**src/rtl/core/fragment_header_parser_assert.svh**
```systemverilog
// Assertion macros shared by the fragment header parser RTL.
// No dependencies; included by the modules that carry checks.
`ifndef FRAGMENT_HEADER_PARSER_ASSERT_SVH
`define FRAGMENT_HEADER_PARSER_ASSERT_SVH

// Same-cycle implication, disabled while reset is asserted.
`define FHP_ASSERT_NOW(label, clk, rst_n, ante, cons) \
    label: assert property (@(posedge clk) disable iff (!rst_n) (ante) |-> (cons)) \
        else $error("fhp assertion failed");

// Next-cycle implication, disabled while reset is asserted.
`define FHP_ASSERT_NEXT(label, clk, rst_n, ante, cons) \
    label: assert property (@(posedge clk) disable iff (!rst_n) (ante) |=> (cons)) \
        else $error("fhp assertion failed");

`endif

```
**src/rtl/core/fhp_pkg.sv**
```systemverilog
// Package for the fragment header parser: item types, codes and constants.
// No dependencies.
package fhp_pkg;

    // Largest data length that a fragment may announce
    localparam int unsigned MAX_DATA = 1024;

    localparam int unsigned NUM_W   = 16;
    localparam int unsigned SIZE_W  = 11;
    localparam int unsigned INDEX_W = 10;

    // Character codes
    localparam logic [7:0] CH_ZERO  = 8'h30;
    localparam logic [7:0] CH_NINE  = 8'h39;
    localparam logic [7:0] CH_COLON = 8'h3A;

    // Saturation limit of the numeric fields
    localparam logic [NUM_W-1:0] NUM_SAT = '1;

    typedef enum logic [2:0] {
        PH_TOTAL  = 3'd0,
        PH_NUMBER = 3'd1,
        PH_SIZE   = 3'd2,
        PH_NAME   = 3'd3,
        PH_DATA   = 3'd4,
        PH_AFTER  = 3'd5
    } t_phase;

    typedef enum logic [2:0] {
        CL_HEADER  = 3'd0,
        CL_NAME    = 3'd1,
        CL_DATA    = 3'd2,
        CL_IGNORED = 3'd3,
        CL_ERROR   = 3'd4
    } t_byte_class;

    typedef struct packed {
        logic [7:0] data_byte;
        logic       packet_start;
    } t_in_item;

    typedef struct packed {
        t_byte_class        byte_class;
        logic [7:0]         out_byte;
        logic [NUM_W-1:0]   total_frags;
        logic [NUM_W-1:0]   fragment_number;
        logic [SIZE_W-1:0]  data_size;
        logic [INDEX_W-1:0] data_index;
        logic               last_data;
        logic               transfer_done;
    } t_out_item;

endpackage

```
**src/rtl/core/fragment_header_parser.sv**
```systemverilog
// Top level of the fragment header parser: input register, parser, result register.
// Depends on fhp_pkg and fhp_parser.

// Takes one datagram byte per item and returns one result item per byte, telling
// whether the byte belongs to the header, the filename or the data (with its index),
// is ignored, or falls in an error. Throughput is one item per clock cycle while the
// result register is not held by a low i_out_ready. A byte accepted into the input
// register is parsed out of it and lands in the result register once that register is
// free, and its result is then offered on o_out_valid. The rate is set by the parse
// state loop, which updates once per item. While a result waits, the input register
// still takes one more byte before o_in_ready falls. Asserting packet_start on a byte
// restarts the parse at that byte.
module fragment_header_parser
    import fhp_pkg::*;
(
    input  logic      i_clk,
    input  logic      i_rst_n,
    input  logic      i_in_valid,
    output logic      o_in_ready,
    input  t_in_item  i_in_item,
    output logic      o_out_valid,
    input  logic      i_out_ready,
    output t_out_item o_out_item
);

    logic      r_in_vld, n_in_vld;
    t_in_item  r_in_item;
    logic      r_out_vld, n_out_vld;
    t_out_item r_out_item;
    t_out_item w_res;
    logic      w_out_free;
    logic      w_adv;
    logic      w_take;

    // Handshake: the input stage moves on when the result register is free
    assign w_out_free = !r_out_vld || i_out_ready;
    assign w_adv      = r_in_vld && w_out_free;
    assign o_in_ready = !r_in_vld || w_out_free;
    assign w_take     = i_in_valid && o_in_ready;

    always_comb begin
        n_in_vld  = w_take ? 1'b1 : (w_adv ? 1'b0 : r_in_vld);
        n_out_vld = w_adv ? 1'b1 : (i_out_ready ? 1'b0 : r_out_vld);
    end

    always_ff @(posedge i_clk) begin
        if (!i_rst_n) begin
            r_in_vld  <= 1'b0;
            r_out_vld <= 1'b0;
        end else begin
            r_in_vld  <= n_in_vld;
            r_out_vld <= n_out_vld;
        end
    end

    // Payload registers
    always_ff @(posedge i_clk) begin
        if (w_take) begin
            r_in_item <= i_in_item;
        end
        if (w_adv) begin
            r_out_item <= w_res;
        end
    end

    fhp_parser u_parser (
        .i_clk   (i_clk),
        .i_rst_n (i_rst_n),
        .i_adv   (w_adv),
        .i_item  (r_in_item),
        .o_res   (w_res)
    );

    assign o_out_valid = r_out_vld;
    assign o_out_item  = r_out_item;

endmodule

```
**src/rtl/core/fhp_parser.sv**
```systemverilog
// Parse state of the fragment header parser and the per-byte step logic.
// Depends on fhp_pkg and fragment_header_parser_assert.svh.
`include "fragment_header_parser_assert.svh"

module fhp_parser
    import fhp_pkg::*;
(
    input  logic      i_clk,
    input  logic      i_rst_n,
    input  logic      i_adv,
    input  t_in_item  i_item,
    output t_out_item o_res
);

    t_phase             r_phase,      n_phase;
    logic [NUM_W-1:0]   r_acc,        n_acc;
    logic               r_has_digit,  n_has_digit;
    logic [NUM_W-1:0]   r_total,      n_total;
    logic [NUM_W-1:0]   r_number,     n_number;
    logic [SIZE_W-1:0]  r_size,       n_size;
    logic [SIZE_W-1:0]  r_data_count, n_data_count;
    logic               r_error,      n_error;

    // State as seen by this item: a packet start clears the parse first
    t_phase             c_phase;
    logic [NUM_W-1:0]   c_acc;
    logic               c_has_digit;
    logic [NUM_W-1:0]   c_total;
    logic [NUM_W-1:0]   c_number;
    logic [SIZE_W-1:0]  c_size;
    logic [SIZE_W-1:0]  c_data_count;
    logic               c_error;

    logic               w_is_digit;
    logic [NUM_W+3:0]   w_acc_next;
    logic [SIZE_W-1:0]  w_count_inc;

    always_comb begin
        if (i_item.packet_start) begin
            c_phase      = PH_TOTAL;
            c_acc        = '0;
            c_has_digit  = 1'b0;
            c_total      = '0;
            c_number     = '0;
            c_size       = '0;
            c_data_count = '0;
            c_error      = 1'b0;
        end else begin
            c_phase      = r_phase;
            c_acc        = r_acc;
            c_has_digit  = r_has_digit;
            c_total      = r_total;
            c_number     = r_number;
            c_size       = r_size;
            c_data_count = r_data_count;
            c_error      = r_error;
        end
    end

    // acc * 10 + digit, as 8x + 2x
    assign w_is_digit  = (i_item.data_byte >= CH_ZERO) && (i_item.data_byte <= CH_NINE);
    assign w_acc_next  = {1'b0, c_acc, 3'b000} + {3'b000, c_acc, 1'b0}
                       + {NUM_W'(0), (i_item.data_byte[3:0] - CH_ZERO[3:0])};
    assign w_count_inc = c_data_count + SIZE_W'(1);

    // One parse step
    always_comb begin
        n_phase      = c_phase;
        n_acc        = c_acc;
        n_has_digit  = c_has_digit;
        n_total      = c_total;
        n_number     = c_number;
        n_size       = c_size;
        n_data_count = c_data_count;
        n_error      = c_error;

        o_res.byte_class = CL_IGNORED;
        o_res.data_index = '0;
        o_res.last_data  = 1'b0;
        o_res.transfer_done = 1'b0;

        if (c_error) begin
            o_res.byte_class = CL_ERROR;
        end else begin
            unique case (c_phase)
                PH_TOTAL, PH_NUMBER, PH_SIZE: begin
                    if (w_is_digit) begin
                        n_acc = (w_acc_next > {4'b0000, NUM_SAT}) ? NUM_SAT
                                                                  : w_acc_next[NUM_W-1:0];
                        n_has_digit = 1'b1;
                        o_res.byte_class = CL_HEADER;
                    end else if ((i_item.data_byte == CH_COLON) && c_has_digit) begin
                        n_acc       = '0;
                        n_has_digit = 1'b0;
                        priority if (c_phase == PH_TOTAL) begin
                            n_total = c_acc;
                            n_phase = PH_NUMBER;
                            o_res.byte_class = CL_HEADER;
                        end else if (c_phase == PH_NUMBER) begin
                            n_number = c_acc;
                            n_phase  = PH_SIZE;
                            o_res.byte_class = CL_HEADER;
                        end else if (32'(c_acc) > MAX_DATA) begin
                            n_error = 1'b1;
                            o_res.byte_class = CL_ERROR;
                        end else begin
                            n_size  = c_acc[SIZE_W-1:0];
                            n_phase = PH_NAME;
                            o_res.byte_class = CL_HEADER;
                        end
                    end else begin
                        n_error = 1'b1;
                        o_res.byte_class = CL_ERROR;
                    end
                end
                PH_NAME: begin
                    if (i_item.data_byte == CH_COLON) begin
                        o_res.byte_class = CL_HEADER;
                        n_data_count = '0;
                        if (c_size == '0) begin
                            o_res.last_data     = 1'b1;
                            o_res.transfer_done = (c_number == c_total);
                            n_phase = PH_AFTER;
                        end else begin
                            n_phase = PH_DATA;
                        end
                    end else begin
                        o_res.byte_class = CL_NAME;
                    end
                end
                PH_DATA: begin
                    o_res.byte_class = CL_DATA;
                    o_res.data_index = c_data_count[INDEX_W-1:0];
                    n_data_count = w_count_inc;
                    if (w_count_inc >= c_size) begin
                        o_res.last_data     = 1'b1;
                        o_res.transfer_done = (c_number == c_total);
                        n_phase = PH_AFTER;
                    end
                end
                default: begin
                    o_res.byte_class = CL_IGNORED;
                end
            endcase
        end

        // Fields reported with the byte take the state after this step
        o_res.out_byte        = i_item.data_byte;
        o_res.total_frags     = n_total;
        o_res.fragment_number = n_number;
        o_res.data_size       = n_size;
    end

    // State registers, updated once per item
    always_ff @(posedge i_clk) begin
        if (!i_rst_n) begin
            r_phase      <= PH_TOTAL;
            r_acc        <= '0;
            r_has_digit  <= 1'b0;
            r_total      <= '0;
            r_number     <= '0;
            r_size       <= '0;
            r_data_count <= '0;
            r_error      <= 1'b0;
        end else if (i_adv) begin
            r_phase      <= n_phase;
            r_acc        <= n_acc;
            r_has_digit  <= n_has_digit;
            r_total      <= n_total;
            r_number     <= n_number;
            r_size       <= n_size;
            r_data_count <= n_data_count;
            r_error      <= n_error;
        end
    end

    // An error holds until the next packet start
    `FHP_ASSERT_NEXT(a_error_sticky, i_clk, i_rst_n, i_adv && r_error && !i_item.packet_start, r_error)
    // Inside the data phase the count stays below the announced size
    `FHP_ASSERT_NOW(a_count_in_range, i_clk, i_rst_n, r_phase == PH_DATA, r_data_count < r_size)
    // Without an item the parse state does not move
    `FHP_ASSERT_NEXT(a_idle_stable, i_clk, i_rst_n, !i_adv, $stable(r_phase) && $stable(r_data_count))

endmodule
```
**config.mk**
```make
export PLATFORM = sky130hd
export DESIGN_NAME = fragment_header_parser
export DESIGN_NICKNAME = d
export VERILOG_FILES = /design/src/rtl/core/fhp_pkg.sv /design/src/rtl/core/fragment_header_parser.sv /design/src/rtl/core/fhp_parser.sv
export VERILOG_INCLUDE_DIRS = /design/src /design/src/rtl/core
export SDC_FILE = /design/constraint.sdc
export NUM_CORES = 1
export LEC_CHECK = 0
export ABC_AREA = 1
export BUFFER_PORTS_ARGS = -buffer_cell sky130_fd_sc_hd__clkbuf_2
export CORE_AREA = 3 3 147 149
export DETAILED_ROUTE_END_ITERATION = 8
export DIE_AREA = 0 0 150 152
export PLACE_DENSITY = 0.69
export SYNTH_ARGS = -nofsm -noshare
export SYNTH_HDL_FRONTEND = slang
export SYNTH_HIERARCHICAL = 1
export SYNTH_SLANG_ARGS = --single-unit
```
**constraint.sdc**
```tcl
create_clock -name i_clk -period 10.6 [get_ports i_clk]
set_input_delay 0.53 -clock i_clk [delete_from_list [all_inputs] [get_ports i_clk]]
set_output_delay 0.53 -clock i_clk [all_outputs]
set_load 0.03 [all_outputs]
```
Word level (Yosys, flattened, before mapping)
Index checks and enable logic that the tools add are counted.
W data, S select, Z words.

operators by class
  add/sub/neg operators = 3
  muxes and demuxes = 70
  reductions and logical operators = 14
  eq/ne operators = 6
  magnitude comparators = 5
  bitwise gates (word level) = 1

operators with widths
  kind                     count
  $mux W16                 19
  $mux W11                 11
  $mux W3                  14
  $pmux W11 S2             1
  $add A19 B17 Y20         1
  $add A20 B4 Y20          1
  $gt A20 B16 Y1 const B   1
  $mux W1                  19
  $pmux W3 S3              2
  $eq A16 B16 Y1           1
  $gt A16 B11 Y1 const B   1
  $add A11 B1 Y11 const B  1
  $ge A11 B11 Y1           1
  $logic_not A11 Y1        1
  $eq A8 B6 Y1 const B     1
  $ge A8 B6 Y1 const B     1
  $le A8 B6 Y1 const B     1
  $eq A3 B2 Y1 const B     2
  $mux W2                  3
  $logic_and A1 B1 Y1      4
  $pmux W2 S2              1
  $reduce_bool A2 Y1       2
  $eq A3 B1 Y1 const B     1
  $eq A3 B3 Y1 const B     1
  6 further kinds          8

word-level totals
  output and inout bits = 68
  logic and storage cells = 119
  flip-flop bits (word level) = 152
  input port bits = 13

Logic depth before layout (Yosys ltp)
  depth after elaboration = 9
  depth in mapped cells = 23
  depth with buffers taken out = 21

By module
Netlist, hierarchy kept.

by module, submodules not included
  module                  area each (sq um)  cells each  seq. area each (sq um)  times used
  fhp_parser              6,765.2            1,157       1,501.4                 1
  fragment_header_parser  2,347.3            88          2,292.2                 1

Least setup slack after synthesis
No wires, ideal clock.

  path kind = input to register
  start point = input i_out_ready
  end point = register u_parser.r_has_digit
  data arrival time = 4.944 ns
  path slack = 5.561 ns
  buffers on the path = 3
  required time = 10.505 ns
  stages = 7
  setup time = 0.095 ns
  path through = inv_1 > a21oi_1 > clkbuf_1 > inv_1 > clkbuf_1 > clkbuf_1 > a221oi_1

between the ends
  word-level cells in the longest chain between the ends = 2

ends and longest elaborated chain
  what                  line                          text
  start, declared       fragment_header_parser.sv:22  input logic i_out_ready,
  $logic_or A1 B1 Y1    fragment_header_parser.sv:36  assign w_out_free = !r_out_vld || i_out_ready;
  $logic_and A1 B1 Y1   fragment_header_parser.sv:37  assign w_adv = r_in_vld && w_out_free;
  end signal, assigned  fhp_parser.sv:168             r_has_digit <= n_has_digit;
  end, declared         fhp_parser.sv:17              logic r_has_digit, n_has_digit;

No other way between the ends.
A chain may end at the register's enable or synchronous reset.

Worst setup path after layout
  start point = register r_in_item[0] in the netlist's numbering
  end point = register u_parser.r_acc[10]

between the ends
  word-level cells in the longest chain between the ends = 8
  elaborated cells between the ends (all ways) = 17
  classes of those cells = add/sub: 2; order compare: 1; eq/ne: 2; mux: 9; reduce/logical: 3

ends and longest elaborated chain
  what                    line                          text
  start, declared         fragment_header_parser.sv:27  t_in_item r_in_item;
  start signal, assigned  fragment_header_parser.sv:59  r_in_item <= i_in_item;
  $mux W16                fhp_parser.sv:39              if (i_item.packet_start) begin
  $add A19 B17 Y20        fhp_parser.sv:62              assign w_acc_next = {1'b0, c_acc, 3'b000} + {3'b000, c_acc, 1'b0}
  $add A20 B4 Y20         fhp_parser.sv:63              + {NUM_W'(0), (i_item.data_byte[3:0] - CH_ZERO[3:0])};
  $gt A20 B16 Y1          fhp_parser.sv:88              n_acc = (w_acc_next > {4'b0000, NUM_SAT}) ? NUM_SAT
  $mux W16                fhp_parser.sv:88
  $mux W16                fhp_parser.sv:87              if (w_is_digit) begin
  $mux W16                fhp_parser.sv:85              unique case (c_phase)
  $mux W16 (*)            fhp_parser.sv:82              if (c_error) begin
  end signal, assigned    fhp_parser.sv:167             r_acc <= n_acc;
  end, declared           fhp_parser.sv:16              logic [NUM_W-1:0] r_acc, n_acc;

Mark *: on every way between the ends. The rest lies on a longest branch, timed or not.

==> flow_results.xml <==
<?xml version="1.0" encoding="UTF-8"?>
<metrics>
  <group name="clock_network">
    <metric name="cts_buffer_depth" unit="">2</metric>
    <metric name="post_cts_setup_buffer_count" unit="">0</metric>
    <metric name="clock_pin_slew_on_the_worst_setup_and_hold_paths" unit="ns">0.06</metric>
    <metric name="numCtsBuffers" unit="">17</metric>
    <metric name="tritoncts" unit="">done</metric>
    <metric name="clock_latency" unit="ns">0.43</metric>
    <metric name="ctsResizeCount" unit="">0</metric>
    <metric name="htree_num_levels" unit="">4</metric>
    <metric name="cts_hold_buf" unit="">0</metric>
    <metric name="cts_num_sinks" unit="">152</metric>
    <metric name="cts-root-buf" unit="">clkbuf_16</metric>
  </group>
  <group name="floorplanning">
    <metric name="io_pins" unit="">81</metric>
    <metric name="die_w" unit="um">150</metric>
    <metric name="die-area" unit="mm2">0.02280</metric>
    <metric name="fp.dieH" unit="um">152</metric>
    <metric name="floorplan.initialDensity" unit="">0.4489</metric>
    <metric name="core_area" unit="mm2">0.02030</metric>
    <metric name="num_rows" unit="">52</metric>
  </group>
  <group name="power_and_ir_drop">
    <metric name="power.density_cell_area" unit="mW/mm2">148.9</metric>
    <metric name="combinationalPowerShare" unit="">0.139</metric>
    <metric name="clock_power_share" unit="">0.425</metric>
    <metric name="power.static_leakage" unit="nW">4.946</metric>
    <metric name="irDropWorstVdd" unit="mV">0.1161</metric>
    <metric name="power.switching_fraction" unit="">0.2733</metric>
    <metric name="p_sw" unit="mW">0.4167</metric>
    <metric name="power.internal" unit="mW">1.108</metric>
    <metric name="seq_power_share" unit="">0.436</metric>
  </group>
  <group name="worst_setup_path">
    <metric name="critical_path_required_time" unit="ns">10.91</metric>
    <metric name="setup.worst_path.start" unit="">r_in_item[0]$_DFFE_PP_</metric>
    <metric name="timing.rr.start" unit="">r_in_item[0]$_DFFE_PP_</metric>
    <metric name="crit_path_start_kind" unit="">flop</metric>
    <metric name="worst_ep_arrival_time" unit="ns">4.37</metric>
    <metric name="rrSetupSlack" unit="ns">6.54</metric>
    <metric name="timing_worst_setup_path_type" unit="">flop to flop</metric>
    <metric name="reg2regPathDepth" unit="">20</metric>
    <metric name="endpoint_kind" unit="">flop</metric>
    <metric name="worst_r2r_endpoint" unit="">u_parser/r_acc[10]$_SDFFE_PN0P_</metric>
    <metric name="maximum_net_fanout_on_the_critical_path" unit="">52</metric>
  </group>
  <group name="synth">
    <metric name="synth_async_sr_flop_share" unit="">0</metric>
    <metric name="most_common_cell_in_the_synthesized_netlist" unit="">nand2_1</metric>
    <metric name="synth.largest_area_cell" unit="">edfxtp_1</metric>
    <metric name="synth_enable_flop_cells" unit="">75</metric>
    <metric name="syn-mean-instance-area" unit="um2">7.319</metric>
    <metric name="number_of_distinct_standard_cells_referenced_by_the_synthesized_netlist" unit="">47</metric>
    <metric name="synth_nets" unit="">1302</metric>
    <metric name="synth.ff_latch_count" unit="">152</metric>
    <metric name="seq_area_frac_synth" unit="">0.4163</metric>
    <metric name="netlist_top_cells_area" unit="">edfxtp_1, dfxtp_1, nand2_1</metric>
    <metric name="ys.warnings.count" unit="">6</metric>
    <metric name="synth_common_cells" unit="">nand2_1, inv_1, a21oi_1</metric>
    <metric name="netlist_instances" unit="">1245</metric>
    <metric name="synth.cell_area" unit="mm2">0.009112</metric>
    <metric name="synth_top_flop_cell" unit="">dfxtp_1</metric>
    <metric name="yosysTopAreaCellShare" unit="">0.2472</metric>
  </group>
  <group name="worst_hold_path">
    <metric name="timing.hold.worst.start" unit="">i_in_item[3]</metric>
    <metric name="hold_path_class" unit="">input pin to flop</metric>
    <metric name="min_to" unit="">r_in_item[3]$_DFFE_PP_</metric>
    <metric name="hold-path-cell-count" unit="">1</metric>
  </group>
  <group name="sta">
    <metric name="finalMaxSlewViolations" unit="">0</metric>
    <metric name="final.setup_skew" unit="ns">0.01047</metric>
    <metric name="timing_worst_slew_pin_value" unit="ns">1.197</metric>
    <metric name="grt_setup_unrepaired" unit="">false</metric>
    <metric name="fmaxAchievable" unit="GHz">0.2466</metric>
    <metric name="final_sum_of_negative_setup_slack" unit="ns">0</metric>
    <metric name="finalWorstPathRequiredPeriod" unit="ns">4.056</metric>
    <metric name="setup_viol" unit="">0</metric>
    <metric name="timing_hold_violations_final" unit="">0</metric>
    <metric name="min_period_over_period" unit="">0.3826</metric>
    <metric name="postLayoutSetupSlackWorst" unit="ns">6.544</metric>
    <metric name="max-slew-margin-rel" unit="">0.1995</metric>
  </group>
  <group name="cells_and_area">
    <metric name="syn2layout_area_growth" unit="%">12.40</metric>
    <metric name="antenna_cells" unit="">0</metric>
    <metric name="layout.core_utilization" unit="">0.5046</metric>
    <metric name="multi_input_gate_area" unit="mm2">0.004240</metric>
    <metric name="layout.area.seq" unit="mm2">0.003794</metric>
    <metric name="filler_cell_count" unit="">1974</metric>
    <metric name="number_of_nets_at_the_end_of_the_flow" unit="">1349</metric>
    <metric name="final_layout_size_suffix_gt1_frac" unit="">0.1180</metric>
  </group>
  <group name="job">
    <metric name="maxCapViolCount" unit="">0</metric>
  </group>
  <group name="placed_design">
    <metric name="hpwl_detailed" unit="um">16780</metric>
    <metric name="globalplace.congestion" unit="">0.9378</metric>
    <metric name="place_worst_setup_slack" unit="ns">6.629</metric>
    <metric name="placement.io_buffers" unit="">80</metric>
  </group>
  <group name="drt">
    <metric name="wire_per_inst" unit="um">14.98</metric>
    <metric name="ant_nets" unit="">0</metric>
    <metric name="detail_route.vias_per_cell" unit="">5.299</metric>
    <metric name="routed_wirelength" unit="um">23600</metric>
    <metric name="drt_iter0_drc" unit="">809</metric>
    <metric name="drt-pass1-iter-count" unit="">5</metric>
    <metric name="drc_violations" unit="">0</metric>
    <metric name="num_vias" unit="">8346</metric>
  </group>
  <group name="global_routing">
    <metric name="via_count_of_the_first_global_routing_pass" unit="">7530</metric>
    <metric name="grt_first_pass_wirelength" unit="um">39030</metric>
    <metric name="antenna_found_initial" unit="">0</metric>
    <metric name="grt_remaining_overflow" unit="">0</metric>
    <metric name="largest_net_degree_at_the_start_of_global_routing" unit="">97</metric>
    <metric name="grt_usage" unit="">0.2099</metric>
  </group>
  <group name="outcome">
    <metric name="run_status" unit="">complete, no violations</metric>
  </group>
</metrics>
==> critical path, cell delays in order, from the launching register on <==
cell and delay (ns):
edfxtp_1 0.32, buf_4 0.53, inv_4 0.30, nand2_1 0.30, inv_1 0.18, ha_1 0.33
ha_1 0.34, nand2_1 0.13, inv_1 0.07, a21oi_1 0.24, nand2_1 0.11, nand2_1 0.09
nand2_1 0.06, nand2_1 0.06, nand2_1 0.05, nor2_1 0.12, nand2_1 0.13, inv_1 0.29
nand3_1 0.13, nand2_1 0.08, a21oi_1 0.06
==> power by group through the flow <==
stage	Combinational (mW)	Sequential, mW	Clock, mW
finish	0.212	0.665	0.648
detailed placement	0.209	0.678	0
floorplan	0.140	0.698	0
CTS	0.210	0.665	0.656
global placement	0.207	0.677	0
global route	0.238	0.668	0.685
==> cell families after synthesis <==
family,Yosys count,synth area share
buf+inv,270,0.1199
xor+xnor,7,0.006728
flops,152,0.4163
compound gates,312,0.1806
fa+ha+maj,44,0.06124
simple gates,460,0.2153
==> through the flow <==
stage / total power [mW] / instances / hold WS [ns] / instance area, um2
global route: 1.591 / 1575 / 0.2622 / 10240
finish: 1.525 / 1575 / 0.2790 / 10240
floorplan: 0.8371 / 1245 / 0.4453 / 9112
CTS: 1.531 / 1575 / 0.2681 / 10240
detailed placement: 0.8861 / 1543 / 0.4314 / 9615
global placement: 0.8836 / 1543 / 0.4302 / 9615
==> how the worst max path moves through the flow <==
stage | cells past startpoint | slack [ns] | end
CTS | 20 | 6.62 | u_parser/r_acc[10]$_SDFFE_PN0P_
finish | 20 | 6.54 | u_parser/r_acc[10]$_SDFFE_PN0P_
global placement | 20 | 6.72 | u_parser/r_acc[10]$_SDFFE_PN0P_
detailed placement | 20 | 6.63 | u_parser/r_acc[10]$_SDFFE_PN0P_
global route | 20 | 6.12 | u_parser/r_acc[10]$_SDFFE_PN0P_
floorplan | 7 | 5.56 | u_parser/r_has_digit$_SDFFE_PN0P_
==> cell usage in the layout (no fill, tap or decap), drive strengths merged, types with 2 or more instances in the layout <==
cell / instances
buf: 6
o21bai: 2
and3: 2
nand4: 14
a21oi: 142
inv: 213
a221oi: 2
xor2: 5
or2: 2
o21ai: 138
clkbuf: 99
dfxtp: 77
clkinv: 5
o211ai: 9
o22ai: 5
nand3: 44
nand2: 269
a211oi: 2
nor4: 5
nor2: 108
clkinvlp: 3
edfxtp: 75
a22o: 4
a31oi: 2
xnor2: 2
ha: 43
bufinv: 4
nor3: 15
a22oi: 3
==> layer usage <==
metal,global-route usage,vias up,routed length (um)
met5,0,-,0
met4,0.05577,0,376
met3,0.03902,22,1767
met2,0.3148,336,10300
met1,0.3110,3800,11150
li1,-,4188,-
==> flip-flops by register name (all words and copies together), names as in the netlist <==
signal	flops
o_out_item	66
u_parser/r_acc	16
u_parser/r_number	16
u_parser/r_total	16
u_parser/r_data_count	11
u_parser/r_size	11
r_in_item	9
u_parser/r_phase	3
o_out_valid	1
r_in_vld	1
u_parser/r_error	1
u_parser/r_has_digit	1
==> area by class of cell <==
cell class,instances,share of cell area
clock buffers,19,0.04227
clock inverters,13,0.01893
inverters,212,0.07794
multi-input cells,823,0.4140
flip-flops and latches,152,0.3704
well taps,270,0.03298
repair buffers,86,0.04349
No activity file was read; power rests on OpenSTA's default activity.
